File: config.mk
export PLATFORM = sky130hd
export DESIGN_NAME = serial_status_frame_parser
export DESIGN_NICKNAME = d
export VERILOG_FILES = /design/src/sspf_pkg.sv /design/src/sspf_core.sv /design/src/serial_status_frame_parser.sv
export SDC_FILE = /design/constraint.sdc
export NUM_CORES = 1
export LEC_CHECK = 0
export ABC_AREA = 1
export BUFFER_PORTS_ARGS = -buffer_cell sky130_fd_sc_hd__buf_2
export CAP_MARGIN = 25
export CORE_MARGIN = 3
export CORE_UTILIZATION = 45
export DETAILED_ROUTE_END_ITERATION = 7
export PLACE_DENSITY = 0.67
export SLEW_MARGIN = 20
export SYNTH_ARGS = -nofsm -noshare
export SYNTH_HDL_FRONTEND = slang
export SYNTH_SLANG_ARGS = --single-unit
File: constraint.sdc
create_clock -name clock -period 2.9 [get_ports clock]
set_input_delay 0 -clock clock [delete_from_list [all_inputs] [get_ports clock]]
set_output_delay 0 -clock clock [all_outputs]
set_load 0.05 [all_outputs]
File: src/sspf_pkg.sv
// sspf_pkg: shared types and constants for the serial status frame parser
// no dependencies; used by sspf_core and serial_status_frame_parser
`timescale 1ns / 1ps

package sspf_pkg;

   // parameter defaults
   localparam int MAX_PAYLOAD_DEF  = 8;
   localparam int COUNTER_BITS_DEF = 16;

   // fixed field widths
   localparam int BYTE_W     = 8;
   localparam int ID_SLOTS   = 7;
   localparam int IDS_W      = BYTE_W * ID_SLOTS;
   localparam int PAYLOAD_W  = 64;
   localparam int PCOUNT_W   = 4;
   localparam int STAT_W     = 16;
   localparam int CSR_IDX_W  = 3;
   localparam int CSR_DATA_W = IDS_W;

   // register indexes
   localparam logic [CSR_IDX_W-1:0] CSR_START_PATTERN = 3'd0;
   localparam logic [CSR_IDX_W-1:0] CSR_STATUS_TYPE   = 3'd1;
   localparam logic [CSR_IDX_W-1:0] CSR_ACCEPTED_IDS  = 3'd2;
   localparam logic [CSR_IDX_W-1:0] CSR_FIXED_FIELDS  = 3'd3;
   localparam logic [CSR_IDX_W-1:0] CSR_XOR_MODE      = 3'd4;

   localparam logic [BYTE_W-1:0] FIXED_FIELDS_RESET = 8'd4;
   localparam logic [BYTE_W-1:0] CHECKSUM_SEED      = 8'h00;

   // result word layout, lowest bit up
   localparam int RSP_ID_LSB    = 0;
   localparam int RSP_OK_LSB    = RSP_ID_LSB + BYTE_W;
   localparam int RSP_PL_LSB    = RSP_OK_LSB + 1;
   localparam int RSP_PC_LSB    = RSP_PL_LSB + PAYLOAD_W;
   localparam int RSP_FC_LSB    = RSP_PC_LSB + PCOUNT_W;
   localparam int RSP_RX_LSB    = RSP_FC_LSB + BYTE_W;
   localparam int RSP_CC_LSB    = RSP_RX_LSB + BYTE_W;
   localparam int RSP_GOOD_LSB  = RSP_CC_LSB + BYTE_W;
   localparam int RSP_BAD_LSB   = RSP_GOOD_LSB + STAT_W;
   localparam int RSP_USED_W    = RSP_BAD_LSB + STAT_W;
   localparam int RSP_DATA_W    = ((RSP_USED_W + 7) / 8) * 8;

   typedef struct packed {
      logic [15:0]       start_pattern;
      logic [BYTE_W-1:0] status_type;
      logic [IDS_W-1:0]  accepted_ids;
      logic [BYTE_W-1:0] fixed_fields;
      logic              xor_mode;
   } cfg_type;

   typedef struct packed {
      logic [BYTE_W-1:0]    frame_id;
      logic                 checksum_ok;
      logic [PAYLOAD_W-1:0] payload_bytes;
      logic [PCOUNT_W-1:0]  payload_count;
      logic [BYTE_W-1:0]    frame_counter_byte;
      logic [BYTE_W-1:0]    received_checksum;
      logic [BYTE_W-1:0]    computed_checksum;
      logic [STAT_W-1:0]    good_frames;
      logic [STAT_W-1:0]    bad_frames;
   } result_type;

endpackage

File: src/sspf_core.sv
// sspf_core: frame parse state, payload store, running checksum and frame counters
// depends on sspf_pkg; at most one byte folded per step strobe
`timescale 1ns / 1ps

module sspf_core #(
   parameter int MAX_PAYLOAD  = sspf_pkg::MAX_PAYLOAD_DEF,
   parameter int COUNTER_BITS = sspf_pkg::COUNTER_BITS_DEF
) (
   input  logic                        clock,
   input  logic                        reset,
   input  logic                        step,
   input  logic [sspf_pkg::BYTE_W-1:0] rx_byte,
   input  sspf_pkg::cfg_type           cfg,
   output logic                        emit,
   output sspf_pkg::result_type        result
);

   localparam int IDX_W = $clog2(MAX_PAYLOAD + 1);
   localparam int SEL_W = (MAX_PAYLOAD > 1) ? $clog2(MAX_PAYLOAD) : 1;
   localparam logic [IDX_W-1:0] MAX_IDX = IDX_W'(MAX_PAYLOAD);

   typedef enum logic [2:0] {
      PH_SOF1, PH_SOF2, PH_LEN, PH_TYPE, PH_ID, PH_PAYLOAD, PH_COUNT, PH_CHECK
   } phase_type;

   phase_type                   phase_ff, phase_in;
   logic [sspf_pkg::BYTE_W-1:0] length_ff, length_in;
   logic [sspf_pkg::BYTE_W-1:0] id_ff, id_in;
   logic [sspf_pkg::BYTE_W-1:0] count_ff, count_in;
   logic [IDX_W-1:0]            index_ff, index_in;
   logic [sspf_pkg::BYTE_W-1:0] sum_ff, sum_in;
   logic [COUNTER_BITS-1:0]     good_ff, good_in;
   logic [COUNTER_BITS-1:0]     bad_ff, bad_in;
   logic [sspf_pkg::BYTE_W-1:0] store_ff [MAX_PAYLOAD];
   logic                        store_we;

   logic [sspf_pkg::BYTE_W-1:0] folded;
   logic signed [8:0]           plen_len;
   logic signed [8:0]           plen_cur;
   logic                        id_hit;
   logic [IDX_W-1:0]            index_inc;
   logic                        ok;
   logic [COUNTER_BITS-1:0]     good_inc, bad_inc;
   logic [sspf_pkg::PAYLOAD_W-1:0] packed_pl;

   always_comb begin
      if (cfg.xor_mode) begin
         folded = sum_ff ^ rx_byte;
      end else begin
         folded = sum_ff + rx_byte;
      end
      plen_len = $signed({1'b0, rx_byte}) - $signed({1'b0, cfg.fixed_fields});
      plen_cur = $signed({1'b0, length_ff}) - $signed({1'b0, cfg.fixed_fields});
      id_hit = 1'b0;
      for (int k = 0; k < sspf_pkg::ID_SLOTS; k++) begin
         if (cfg.accepted_ids[k*8 +: 8] == rx_byte) begin
            id_hit = 1'b1;
         end
      end
      index_inc = (index_ff < MAX_IDX) ? index_ff + 1'b1 : index_ff;
      ok        = (rx_byte == sum_ff);
      good_inc  = good_ff + 1'b1;
      bad_inc   = bad_ff + 1'b1;
      packed_pl = '0;
      for (int i = 0; i < MAX_PAYLOAD; i++) begin
         if (IDX_W'(i) < index_ff) begin
            packed_pl[i*8 +: 8] = store_ff[i];
         end
      end
   end

   always_comb begin
      phase_in  = phase_ff;
      length_in = length_ff;
      id_in     = id_ff;
      count_in  = count_ff;
      index_in  = index_ff;
      sum_in    = sum_ff;
      good_in   = good_ff;
      bad_in    = bad_ff;
      store_we  = 1'b0;
      if (step) begin
         unique case (phase_ff)
            PH_SOF1: begin
               if (rx_byte == cfg.start_pattern[15:8]) begin
                  length_in = '0;
                  id_in     = '0;
                  count_in  = '0;
                  index_in  = '0;
                  sum_in    = rx_byte;
                  if (cfg.xor_mode) begin
                     sum_in = sspf_pkg::CHECKSUM_SEED ^ rx_byte;
                  end else begin
                     sum_in = sspf_pkg::CHECKSUM_SEED + rx_byte;
                  end
                  phase_in  = PH_SOF2;
               end
            end
            PH_SOF2: begin
               if (rx_byte == cfg.start_pattern[7:0]) begin
                  sum_in   = folded;
                  phase_in = PH_LEN;
               end else begin
                  phase_in = PH_SOF1;
               end
            end
            PH_LEN: begin
               length_in = rx_byte;
               if (plen_len < 9'sd1 || plen_len > 9'(MAX_PAYLOAD)) begin
                  phase_in = PH_SOF1;
               end else begin
                  sum_in   = folded;
                  phase_in = PH_TYPE;
               end
            end
            PH_TYPE: begin
               if (rx_byte == cfg.status_type) begin
                  sum_in   = folded;
                  phase_in = PH_ID;
               end else begin
                  phase_in = PH_SOF1;
               end
            end
            PH_ID: begin
               if (id_hit) begin
                  id_in    = rx_byte;
                  sum_in   = folded;
                  phase_in = PH_PAYLOAD;
               end else begin
                  phase_in = PH_SOF1;
               end
            end
            PH_PAYLOAD: begin
               store_we = (index_ff < MAX_IDX);
               index_in = index_inc;
               sum_in   = folded;
               if (plen_cur < 9'sd1 || $signed({5'b0, index_inc}) >= plen_cur
                   || index_inc >= MAX_IDX) begin
                  phase_in = PH_COUNT;
               end
            end
            PH_COUNT: begin
               count_in = rx_byte;
               sum_in   = folded;
               phase_in = PH_CHECK;
            end
            PH_CHECK: begin
               if (ok) begin
                  good_in = good_inc;
               end else begin
                  bad_in = bad_inc;
               end
               phase_in = PH_SOF1;
            end
            default: phase_in = PH_SOF1;
         endcase
      end
   end

   always_ff @(posedge clock) begin
      if (reset) begin
         phase_ff  <= PH_SOF1;
         length_ff <= '0;
         id_ff     <= '0;
         count_ff  <= '0;
         index_ff  <= '0;
         sum_ff    <= sspf_pkg::CHECKSUM_SEED;
         good_ff   <= '0;
         bad_ff    <= '0;
      end else begin
         phase_ff  <= phase_in;
         length_ff <= length_in;
         id_ff     <= id_in;
         count_ff  <= count_in;
         index_ff  <= index_in;
         sum_ff    <= sum_in;
         good_ff   <= good_in;
         bad_ff    <= bad_in;
      end
   end

   // payload bytes, read only below the fill index
   always_ff @(posedge clock) begin
      if (store_we) begin
         store_ff[index_ff[SEL_W-1:0]] <= rx_byte;
      end
   end

   logic [31:0] good_wide, bad_wide;

   always_comb begin
      good_wide = 32'(ok ? good_inc : good_ff);
      bad_wide  = 32'(ok ? bad_ff : bad_inc);
      emit      = (phase_ff == PH_CHECK);
      result.frame_id           = id_ff;
      result.checksum_ok        = ok;
      result.payload_bytes      = packed_pl;
      result.payload_count      = sspf_pkg::PCOUNT_W'(index_ff);
      result.frame_counter_byte = count_ff;
      result.received_checksum  = rx_byte;
      result.computed_checksum  = sum_ff;
      result.good_frames        = good_wide[sspf_pkg::STAT_W-1:0];
      result.bad_frames         = bad_wide[sspf_pkg::STAT_W-1:0];
   end

endmodule

File: src/serial_status_frame_parser.sv
// serial_status_frame_parser: top level with input byte register, result register
// and configuration registers; depends on sspf_pkg and sspf_core
//
//   channel   direction  payload
//   req_      in         rx_byte
//   rsp_      out        one result per frame, on its checksum byte
//   csr_      in         register writes, index 0 to 4
//
// one byte per cycle sustained while the result register can take a result; a byte that
// ends a frame passes the input register, then parse logic into the result register
// reset is synchronous and puts the parser back to hunting the first start byte
// only a checksum byte waits on a full result register; other bytes keep flowing
`timescale 1ns / 1ps

module serial_status_frame_parser #(
   parameter int MAX_PAYLOAD  = sspf_pkg::MAX_PAYLOAD_DEF,
   parameter int COUNTER_BITS = sspf_pkg::COUNTER_BITS_DEF
) (
   input  logic                              clock,
   input  logic                              reset,
   input  logic                              req_tvalid,
   output logic                              req_tready,
   input  logic [7:0]                        req_tdata,  // rx_byte
   output logic                              rsp_tvalid,
   input  logic                              rsp_tready,
   // frame_id, checksum_ok, payload_bytes, payload_count, frame_counter_byte,
   // received_checksum, computed_checksum, good_frames, bad_frames, zero pad
   output logic [sspf_pkg::RSP_DATA_W-1:0]   rsp_tdata,
   input  logic                              csr_we,
   input  logic [sspf_pkg::CSR_IDX_W-1:0]    csr_index,
   input  logic [sspf_pkg::CSR_DATA_W-1:0]   csr_wdata
);

   sspf_pkg::cfg_type              cfg_ff;
   logic                           in_valid_ff, in_valid_in;
   logic [sspf_pkg::BYTE_W-1:0]    in_byte_ff;
   logic                           rsp_valid_ff, rsp_valid_in;
   logic [sspf_pkg::RSP_DATA_W-1:0] rsp_data_ff;
   logic                           emit;
   logic                           go;
   sspf_pkg::result_type           result;
   logic [sspf_pkg::RSP_DATA_W-1:0] rsp_word;

   always_ff @(posedge clock) begin
      if (reset) begin
         cfg_ff.start_pattern <= '0;
         cfg_ff.status_type   <= '0;
         cfg_ff.accepted_ids  <= '0;
         cfg_ff.fixed_fields  <= sspf_pkg::FIXED_FIELDS_RESET;
         cfg_ff.xor_mode      <= 1'b0;
      end else if (csr_we) begin
         unique case (csr_index)
            sspf_pkg::CSR_START_PATTERN: cfg_ff.start_pattern <= csr_wdata[15:0];
            sspf_pkg::CSR_STATUS_TYPE:   cfg_ff.status_type   <= csr_wdata[7:0];
            sspf_pkg::CSR_ACCEPTED_IDS:  cfg_ff.accepted_ids  <= csr_wdata;
            sspf_pkg::CSR_FIXED_FIELDS:  cfg_ff.fixed_fields  <= csr_wdata[7:0];
            sspf_pkg::CSR_XOR_MODE:      cfg_ff.xor_mode      <= csr_wdata[0];
            default: ;
         endcase
      end
   end

   always_comb begin
      go          = in_valid_ff && (!emit || !rsp_valid_ff || rsp_tready);
      req_tready  = !in_valid_ff || go;
      in_valid_in = (req_tvalid && req_tready) ? 1'b1 : (go ? 1'b0 : in_valid_ff);
      if (go && emit) begin
         rsp_valid_in = 1'b1;
      end else if (rsp_tready) begin
         rsp_valid_in = 1'b0;
      end else begin
         rsp_valid_in = rsp_valid_ff;
      end
   end

   sspf_core #(
      .MAX_PAYLOAD  (MAX_PAYLOAD),
      .COUNTER_BITS (COUNTER_BITS)
   ) u_core (
      .clock   (clock),
      .reset   (reset),
      .step    (go),
      .rx_byte (in_byte_ff),
      .cfg     (cfg_ff),
      .emit    (emit),
      .result  (result)
   );

   always_comb begin
      rsp_word = '0;
      rsp_word[sspf_pkg::RSP_ID_LSB   +: 8]  = result.frame_id;
      rsp_word[sspf_pkg::RSP_OK_LSB]         = result.checksum_ok;
      rsp_word[sspf_pkg::RSP_PL_LSB   +: 64] = result.payload_bytes;
      rsp_word[sspf_pkg::RSP_PC_LSB   +: 4]  = result.payload_count;
      rsp_word[sspf_pkg::RSP_FC_LSB   +: 8]  = result.frame_counter_byte;
      rsp_word[sspf_pkg::RSP_RX_LSB   +: 8]  = result.received_checksum;
      rsp_word[sspf_pkg::RSP_CC_LSB   +: 8]  = result.computed_checksum;
      rsp_word[sspf_pkg::RSP_GOOD_LSB +: 16] = result.good_frames;
      rsp_word[sspf_pkg::RSP_BAD_LSB  +: 16] = result.bad_frames;
   end

   always_ff @(posedge clock) begin
      if (reset) begin
         in_valid_ff  <= 1'b0;
         rsp_valid_ff <= 1'b0;
      end else begin
         in_valid_ff  <= in_valid_in;
         rsp_valid_ff <= rsp_valid_in;
      end
   end

   always_ff @(posedge clock) begin
      if (req_tvalid && req_tready) begin
         in_byte_ff <= req_tdata;
      end
      if (go && emit) begin
         rsp_data_ff <= rsp_word;
      end
   end

   assign rsp_tvalid = rsp_valid_ff;
   assign rsp_tdata  = rsp_data_ff;

endmodule

==> results of run 1 <==
==> Yosys cell counts, types with 2 or more instances <==
| cell | n | area (um2) |
|---|---|---|
| a211oi_1 | 13 | 97.6 |
| a21o_1 | 3 | 22.5 |
| a21oi_1 | 77 | 385 |
| a31oi_1 | 2 | 12.5 |
| buf_2 | 10 | 50.1 |
| buf_4 | 8 | 60.1 |
| buf_6 | 6 | 67.6 |
| clkbuf_1 | 38 | 143 |
| dfxtp_1 | 162 | 3240 |
| edfxtp_1 | 205 | 6160 |
| fa_1 | 3 | 60.1 |
| ha_1 | 31 | 388 |
| inv_1 | 219 | 822 |
| inv_2 | 10 | 37.5 |
| nand2_1 | 303 | 1140 |
| nand2_2 | 7 | 43.8 |
| nand2_4 | 2 | 22.5 |
| nand3_1 | 48 | 240 |
| nand3_2 | 3 | 30.0 |
| nand3b_1 | 3 | 22.5 |
| nand4_1 | 13 | 81.3 |
| nor2_1 | 299 | 1120 |
| nor2_2 | 7 | 43.8 |
| nor3_1 | 14 | 70.1 |
| nor3_2 | 7 | 70.1 |
| nor3_4 | 2 | 32.5 |
| o21ai_0 | 162 | 811 |
| o21ai_1 | 12 | 60.1 |
| xnor2_1 | 55 | 482 |
| xnor2_2 | 3 | 48.8 |
| xor2_1 | 33 | 289 |
==> stage by stage <==
stage                     setup slack (ns)  area [um2]  hold slack (ns)  util, %  instances
after floorplan                      0.356       16300           0.0989        -       1775
after global placement               0.392       17900            0.179     50.3       2419
after detailed placement             0.340       17900            0.178     50.4       2420
after CTS                            0.340       20000           0.0529     56.2       2562
after global routing                0.0845       20000           0.0960     56.2       2562
final                                0.329       20000           0.0803     56.2       2562
==> cell families (layout without fill, tap and decap cells) <==
logic type,count (synthesis),after routing
flip-flops,367,367
XOR/XNOR,91,91
buffers and inverters,293,619
AO/OA/AOI/OAI,274,274
adder cells (fa/ha/maj),34,34
AND/OR/NAND/NOR,713,713
other,1,3
==> worst max-delay path, stage by stage (launching register included) <==
cell and delay, ns:
dfxtp_1 0.38, ha_1 0.16, inv_1 0.07, fa_1 0.45
nand2_1 0.08, nand2_1 0.08, ha_1 0.33, a21oi_1 0.12
o21ai_0 0.09, a21oi_1 0.14, nand3_1 0.09, nand4_1 0.10
nand2_1 0.05, nand2_1 0.15, nand2_1 0.08, nand2_1 0.06
nor2_1 0.04
==> state kept, by name, indices dropped and copies added (netlist names) <==
register / cells
u_core.sum_ff: 8
u_core.id_ff: 8
in_valid_ff: 1
u_core.good_ff: 16
rsp_tvalid: 1
cfg_ff: 89
rsp_tdata: 133
u_core.count_ff: 8
u_core.length_ff: 8
in_byte_ff: 8
u_core.phase_ff: 3
u_core.store_ff: 64
u_core.index_ff: 4
u_core.bad_ff: 16
==> worst paths after layout <==
check / slack, ns / to / start
min: 0.08 / u_core.good_ff[1] / reset
max: 0.33 / u_core.phase_ff[0] / cfg_ff[1]
max reg2reg: 0.33 / u_core.phase_ff[0] / cfg_ff[1]
min reg2reg: 0.43 / rsp_tdata[78] / u_core.count_ff[1]
==> layout make-up <==
| cell class | instances | share of cell area (%) |
|---|---|---|
| Clock inverter | 15 | 1.14 |
| Multi-Input combinational cell | 1115 | 28.4 |
| Tap cell | 461 | 2.89 |
| Timing Repair Buffer | 319 | 10.6 |
| Inverter | 230 | 4.33 |
| Sequential cell | 367 | 47.0 |
| Clock buffer | 55 | 5.55 |
==> power breakdown <==
part	internal (mW)	switching (mW)
clock	3.21	1.99
combinational	0.286	0.409
sequential	5.51	0.0457
==> cells in the final DEF, fill, tap and decap left out, types with 8 or more instances in the layout <==
cell type / Yosys / layout
nor3_2: 7 / 8
xnor2_1: 55 / 55
dfxtp_1: 162 / 162
edfxtp_1: 205 / 205
a211oi_1: 13 / 13
nor2_1: 299 / 299
nand2_1: 303 / 303
clkbuf_16: 0 / 42
dlygate4sd3_1: 0 / 72
inv_2: 10 / 11
o21ai_0: 162 / 162
buf_2: 10 / 206
buf_4: 8 / 36
clkbuf_1: 38 / 12
xor2_1: 33 / 33
nand3_1: 48 / 48
o21ai_1: 12 / 12
nand4_1: 13 / 13
inv_1: 219 / 218
nor3_1: 14 / 13
a21oi_1: 77 / 77
ha_1: 31 / 31
==> what timing repair did <==
action,in CTS,in global routing
endpoints found under the hold margin,99,0
setup buffers,0,0
hold buffers,72,0
==> per-layer routing <==
metal / part of all wire, % / global-route usage, % / wire (um)
met1: 45 / 28.1 / 18200
met2: 48 / 35.9 / 19400
met3: 5.8 / 3.49 / 2390
met4: 2.1 / 5.25 / 841
met5: 0 / 0 / 0
==> results.sh, run 1 <==
export IMPL_status="finished, final reports clean"
export IMPL_viasPerCell=4.93
export IMPL_multi_input_area_um2=5690
export IMPL_clock_fmax_mhz=389
export IMPL_gr_total_overflow=0
export IMPL_fin_crit_sh_pct=88.7
export IMPL_synth_edff_count=205
export IMPL_path_clk_slew_ns=0.06
export IMPL_dp_hpwl_mm=27.9
export IMPL_grt_pass1_wl_mm=65.4
export IMPL_hold_viol_final=0
export IMPL_synth_xor_area_share_pct=5.04
export IMPL_netlist_instances=1773
export IMPL_ys_ff_latch=367
export IMPL_cts_buffer_depth=3
export IMPL_ys_flop_type="edfxtp_1"
export IMPL_cp_end_kind="flop"
export IMPL_slew_viol_final=0
export IMPL_leakage_nw=8.18
export IMPL_power_density_nw_per_um2=573
export IMPL_pin_count=210
export IMPL_nets=2179
export IMPL_yosysSeqAreaShare_pct=57.8
export IMPL_hold_depth=4
export IMPL_wl_per_cell_um=16.0
export IMPL_drive_gt1_share_pct=16.6
export IMPL_relSlewSlack_pct=52.8
export IMPL_peakVddDrop_mv=0.555
export IMPL_async_flop_share_pct=0
export IMPL_required_ns=3.32
export IMPL_grt_usage_pct=21.0
export IMPL_cts_root_buffer="clkbuf_16"
export IMPL_worstRegToRegCells=16
export IMPL_drtIter0Drc=905
export IMPL_synth_avg_cell_area_um2=9.18
export IMPL_yosysWarnings=0
export IMPL_fill_cells=3064
export IMPL_portBuffers=206
export IMPL_finalPower_mw=11.5
export IMPL_die_h_um=196
export IMPL_core_area_um2=35600
export IMPL_skew_ns=0.0155
export IMPL_synth_top_family_by_area="simple AND/OR/NAND/NOR gates"
export IMPL_firstDrtPassIters=5
export IMPL_yosys_area_share_simple_pct=18.3
export IMPL_muxShareOfSynthArea_pct=0
export IMPL_grt_max_degree=79
export IMPL_ys_types=44
export IMPL_netlist_area_um2=16300
export IMPL_worstSetupPathType="reg2reg"
export IMPL_crit_fanout=6
export IMPL_grt_pass1_vias=12500
export IMPL_start_util_pct=45.7
export IMPL_antenna_found_initial=0
export IMPL_ctsResizeCount=0
export IMPL_tightest_slew_ns=0.708
export IMPL_hold_path_class="in2reg"
export IMPL_drc_errors=0
export IMPL_rsz0062_at_grt="false"
export IMPL_finalSetupViolations=0
export IMPL_rows=69
export IMPL_drt_total_wl_mm=40.9
export IMPL_start_kind="flop"
export IMPL_final_seq_area_um2=9400
export IMPL_gp_congestion=0.875
export IMPL_die_area_um2=38500
export IMPL_areaGrowthSynthToFinish_pct=22.8
export IMPL_insertion_delay_ns=0.53
export IMPL_antenna_cells=0
export IMPL_clock_sinks=367
export IMPL_tns_ns=0
export IMPL_die_x_um=196
export IMPL_cts_made_buffers=40
export IMPL_synth_compound_area_share_pct=8.80
export IMPL_h_tree_depth=2
export IMPL_fin_crit_ns=2.57
export IMPL_cap_violations=0
export IMPL_num_vias=12600
export IMPL_synthAdderAreaFrac_pct=2.75
export IMPL_final_antenna_net_count=0
export IMPL_cts_tree="built"
export IMPL_arrival_ns=2.99
No activity file was read; power rests on OpenSTA's default activity.
==> inputs of run 2 (changes only) <==
CORE_ASPECT_RATIO = 0.75   (was unset)
PLACE_DENSITY = unset   (was 0.67)
PLACE_DENSITY_LB_ADDON = 0.2   (was unset)
==> run 2 against run 1 <==
Net effect: die area is essentially flat; final cell count is essentially flat; worst setup slack lost 0.027 ns; power grew 0.50%; wire length grew 4.2%; highest routed layer unchanged.
==> results.sh, run 2 (synthesis gave the netlist of run 1 again) <==
export IMPL_status="finished, final reports clean"
export IMPL_required_ns=3.33
export IMPL_rsz0062_at_grt="false"
export IMPL_die_h_um=171
export IMPL_dp_slack_ns=0.309
export IMPL_tightest_slew_ns=0.843
export IMPL_crit_fanout=6
export IMPL_grt_max_degree=80
export IMPL_pin_count=210
export IMPL_insertion_delay_ns=0.53
export IMPL_gp_congestion=0.893
export IMPL_path_clk_slew_ns=0.06
export IMPL_final_common_cell="nand2_1"
export IMPL_skew_ns=0.0135
export IMPL_tns_ns=0
export IMPL_cts_made_buffers=39
export IMPL_final_antenna_net_count=0
export IMPL_drc_errors=0
export IMPL_drt_total_wl_mm=42.6
export IMPL_nets=2181
export IMPL_multi_input_area_um2=5690
export IMPL_hold_viol_final=0
export IMPL_worstSetupPathType="reg2reg"
export IMPL_largest_register_ffs=133
export IMPL_die_area_um2=38500
export IMPL_areaGrowthSynthToFinish_pct=23.0
export IMPL_relSlewSlack_pct=43.7
export IMPL_h_tree_depth=2
export IMPL_slew_viol_final=0
export IMPL_cp_common_cell="nand2_1"
export IMPL_die_x_um=226
export IMPL_power_density_nw_per_um2=575
export IMPL_cp_num_buf_inv=1
export IMPL_cap_violations=0
export IMPL_portBuffers=206
export IMPL_peakVddDrop_mv=0.308
export IMPL_firstDrtPassIters=6
export IMPL_cp_top_family="adder cells"
export IMPL_grt_usage_pct=22.0
export IMPL_finalSetupViolations=0
export IMPL_grt_pass1_vias=12200
export IMPL_core_area_um2=35100
export IMPL_start_util_pct=46.3
export IMPL_fin_crit_sh_pct=89.6
export IMPL_leakage_nw=8.21
export IMPL_clock_fmax_mhz=385
export IMPL_cp_end_kind="flop"
export IMPL_cts_root_buffer="clkbuf_16"
export IMPL_antenna_found_initial=2
export IMPL_viasPerCell=4.97
export IMPL_grt_pass1_wl_mm=66.4
export IMPL_cts_buffer_depth=3
export IMPL_cts_tree="built"
export IMPL_wl_per_cell_um=16.6
export IMPL_drive_gt1_share_pct=17.2
export IMPL_rows=59
export IMPL_final_cell_mix="303 x nand2_1, 299 x nor2_1, 218 x inv_1"
export IMPL_cpMaxStageDelayCell="fa_1"
export IMPL_slowest_delay_ns=0.45
export IMPL_drtIter0Drc=1003
export IMPL_fill_cells=2988
export IMPL_fin_ws_ns=0.302
export IMPL_ctsResizeCount=0
export IMPL_final_seq_area_um2=9400
export IMPL_fin_crit_ns=2.60
export IMPL_start_kind="flop"
export IMPL_hold_path_class="in2reg"
export IMPL_antenna_cells=0
export IMPL_path_cells="ha_1, inv_1, fa_1, nand2_1, nand2_1, ha_1, a21oi_1, o21ai_0, a21oi_1, nand3_1, nand4_1, nand2_1, nand2_1, nand2_1, nand2_1, nor2_1"
export IMPL_clock_sinks=367
export IMPL_dp_hpwl_mm=29.3
export IMPL_arrival_ns=3.02
export IMPL_num_vias=12700
export IMPL_gr_total_overflow=0
run 2: cell count changes in the layout (fill, tap and decap cells not counted), sizes merged:
cell	previous run	this run
clkinv	6	8
buf	247	248
bufinv	6	4
dlygate4sd3	72	74
clkinvlp	2	3
clkbuf	55	54
run 2: worst paths after layout:
kind / depth (start not counted) / slack [ns] / start / end
setup reg to reg: 16 / 0.30 / cfg_ff[1] / u_core.phase_ff[2]
hold reg to reg: 0 / 0.43 / u_core.id_ff[4] / rsp_tdata[4]
hold / removal: 3 / 0.09 / reset / u_core.id_ff[6]
setup / recovery: 16 / 0.30 / cfg_ff[1] / u_core.phase_ff[2]
run 2: report_power, final:
| group | total [mW] | switching [mW] | internal (mW) |
|---|---|---|---|
| Sequential | 5.55 | 0.0410 | 5.51 |
| Clock | 5.25 | 2.06 | 3.19 |
| Combinational | 0.707 | 0.419 | 0.288 |
| Total | 11.5 | 2.52 | 8.99 |
run 2: area by class of cell:
class / count / area share, %
inverter: 230 / 4.34
timing repair buffer: 322 / 10.6
clock inverter: 16 / 1.01
multi-input combinational: 1115 / 28.4
clock buffer: 54 / 5.84
tap: 457 / 2.86
sequential: 367 / 47.0
run 2: what timing repair did:
item	4_1_cts	5_1_grt
buffers inserted	0	0
hold endpoints to repair	99	0
hold buffers	74	0
run 2: through the flow:
step	power [mW]	hold slack (ns)	utilization, %	cell area, um2	instances
after floorplan	6.06	0.0989	-	16300	1775
after global placement	6.28	0.180	50.9	17900	2417
after detailed placement	6.28	0.180	50.9	17900	2417
after CTS	11.6	0.0808	56.9	20000	2561
after global routing	11.9	0.105	56.9	20000	2561
final	11.5	0.0932	56.9	20000	2561
run 2: per-layer routing:
| layer | vias up | routed length (um) | track usage, % |
|---|---|---|---|
| met5 | - | 0 | 0 |
| met4 | 0 | 885 | 5.80 |
| met3 | 61 | 2790 | 3.74 |
| met2 | 380 | 19100 | 34.9 |
| met1 | 5953 | 19800 | 31.4 |
| li1 | 6338 | - | - |
run 2: worst register-to-register path: stages, from the launching register on:
cell and delay [ns]:
dfxtp_1 0.38, ha_1 0.16, inv_1 0.07, fa_1 0.45, nand2_1 0.08, nand2_1 0.07, ha_1 0.33, a21oi_1 0.13
o21ai_0 0.09, a21oi_1 0.13, nand3_1 0.08, nand4_1 0.10, nand2_1 0.06, nand2_1 0.17, nand2_1 0.07, nand2_1 0.07
nor2_1 0.05
==> inputs of run 3 (changes only) <==
CELL_PAD_IN_SITES_DETAIL_PLACEMENT = 0   (was unset)
CELL_PAD_IN_SITES_GLOBAL_PLACEMENT = 1   (was unset)
CORE_UTILIZATION = 40   (was 45)
==> run 3 against run 2 <==
Net effect: first-iteration DRC count down 17%; wire length grew 0.98%; via count shrank 1.3%; combinational power hardly changed; clock skew increased by 0.0015 ns; largest cell class unchanged.
==> results.sh, run 3 (synthesis gave the netlist of run 1 again) <==
export IMPL_largest_register_ffs=133
export IMPL_pin_count=210
export IMPL_rows=63
export IMPL_cts_made_buffers=38
export IMPL_dp_hpwl_mm=29.9
export IMPL_skew_ns=0.0151
export IMPL_firstDrtPassIters=8
export IMPL_slew_viol_final=0
export IMPL_h_tree_depth=2
export IMPL_tightest_slew_ns=0.767
export IMPL_die_area_um2=43200
export IMPL_cts_root_buffer="clkbuf_16"
export IMPL_grt_pass1_wl_mm=67.5
export IMPL_die_h_um=181
export IMPL_core_area_um2=39800
export IMPL_cts_buffer_depth=3
export IMPL_wl_per_cell_um=16.4
export IMPL_antenna_cells=0
export IMPL_required_ns=3.32
export IMPL_grt_busiest_layer="met2"
export IMPL_finalPower_mw=11.2
export IMPL_cts_tree="built"
export IMPL_drt_total_wl_mm=43.0
export IMPL_grt_max_degree=101
export IMPL_start_util_pct=40.9
export IMPL_finalSetupViolations=0
export IMPL_worstSetupPathType="reg2reg"
export IMPL_grt_usage_pct=19.9
export IMPL_tns_ns=0
export IMPL_ctsResizeCount=0
export IMPL_die_x_um=239
export IMPL_grt_use_met2_pct=32.4
export IMPL_arrival_ns=3.12
export IMPL_relSlewSlack_pct=48.7
export IMPL_drive_gt1_share_pct=16.8
export IMPL_use_met3_pct=3.50
export IMPL_drtIter0Drc=828
export IMPL_clock_fmax_mhz=372
export IMPL_final_antenna_net_count=0
export IMPL_leakage_nw=8.15
export IMPL_cp_end_kind="flop"
export IMPL_start_kind="flop"
export IMPL_hold_path_class="in2reg"
export IMPL_fin_crit_ns=2.69
export IMPL_areaGrowthSynthToFinish_pct=22.7
export IMPL_drc_errors=0
export IMPL_cap_violations=0
export IMPL_status="finished, final reports clean"
export IMPL_insertion_delay_ns=0.54
export IMPL_grt_pass1_vias=12200
export IMPL_rsz0062_at_grt="false"
export IMPL_peakVddDrop_mv=0.424
export IMPL_hold_viol_final=0
export IMPL_power_density_nw_per_um2=561
export IMPL_path_clk_slew_ns=0.07
export IMPL_num_vias=12600
export IMPL_postPlaceCellArea_um2=18000
export IMPL_viasPerCell=4.79
export IMPL_final_cell_mix="303 x nand2_1, 299 x nor2_1, 218 x inv_1"
export IMPL_final_common_cell="nand2_1"
export IMPL_gp_congestion=0.869
export IMPL_antenna_found_initial=1
export IMPL_fin_crit_sh_pct=92.8
export IMPL_grtUsageMet1_pct=27.9
export IMPL_portBuffers=206
export IMPL_finalInstanceArea_um2=20000
export IMPL_crit_fanout=6
export IMPL_nets=2178
export IMPL_clock_sinks=367
export IMPL_gr_total_overflow=0
==> run 3: cell types whose count changed in the layout (fill, tap and decap cells not counted) <==
| cell | before | now |
|---|---|---|
| inv_8 | 1 | 0 |
| dlygate4sd3_1 | 74 | 72 |
| inv_4 | 0 | 1 |
| clkbuf_1 | 6 | 11 |
| clkinv_1 | 0 | 2 |
| clkinv_8 | 0 | 1 |
| clkinv_2 | 6 | 2 |
| inv_6 | 1 | 4 |
| clkinvlp_4 | 3 | 0 |
| clkbuf_8 | 5 | 4 |
| bufinv_16 | 4 | 2 |
| clkbuf_16 | 43 | 41 |
==> run 3: cell type report <==
type	instances	area, um2
well taps	520	651
clock inverters	13	144
inverters	230	868
fillers	3738	19800
clock buffers	56	1120
multi-input cells	1115	5690
repair buffers	320	2090
flip-flops and latches	367	9400
==> run 3: timing repair <==
item / in CTS / in global routing
hold endpoints to repair: 117 / 0
setup buffers: 0 / 0
hold buffers: 72 / 0
==> run 3: through the flow <==
step	cells	util (%)	worst slack (ns)	hold slack (ns)
global route	2621	50.1	0.0438	0.187
floorplan	1775	-	0.356	0.0989
CTS	2621	50.1	0.238	0.174
global placement	2480	45.2	0.304	0.188
detailed placement	2480	45.2	0.239	0.180
finish	2621	50.1	0.208	0.199
==> run 3: layer usage <==
metal	vias to the layer above	part of all wire, %	routed length [um]
met5	-	0	0
met4	0	1.9	808
met3	58	5.2	2230
met2	281	45	19400
met1	5890	48	20500
li1	6332	-	-
==> run 3: power breakdown <==
| part | switching, mW | internal [mW] |
|---|---|---|
| clock network | 2.06 | 2.89 |
| logic | 0.423 | 0.283 |
| registers | 0.0384 | 5.51 |
==> run 3: path summary, 6_finish.rpt <==
path	from	to	slack, ns	cells after the start
max reg2reg	cfg_ff[1]	u_core.phase_ff[1]	0.21	16
min reg2reg	u_core.id_ff[5]	rsp_tdata[5]	0.43	0
max	cfg_ff[1]	u_core.phase_ff[1]	0.21	16
min	req_tdata[7]	in_byte_ff[7]	0.20	2
==> run 3: worst max-delay path, stage by stage, from the launching register on <==
cell and delay [ns]:
dfxtp_1 0.43, ha_1 0.18, inv_1 0.08, fa_1 0.48
nand2_1 0.09, nand2_1 0.07, ha_1 0.32, a21oi_1 0.15
o21ai_0 0.11, a21oi_1 0.13, nand3_1 0.08, nand4_1 0.09
nand2_1 0.06, nand2_1 0.15, nand2_1 0.07, nand2_1 0.06
nor2_1 0.04
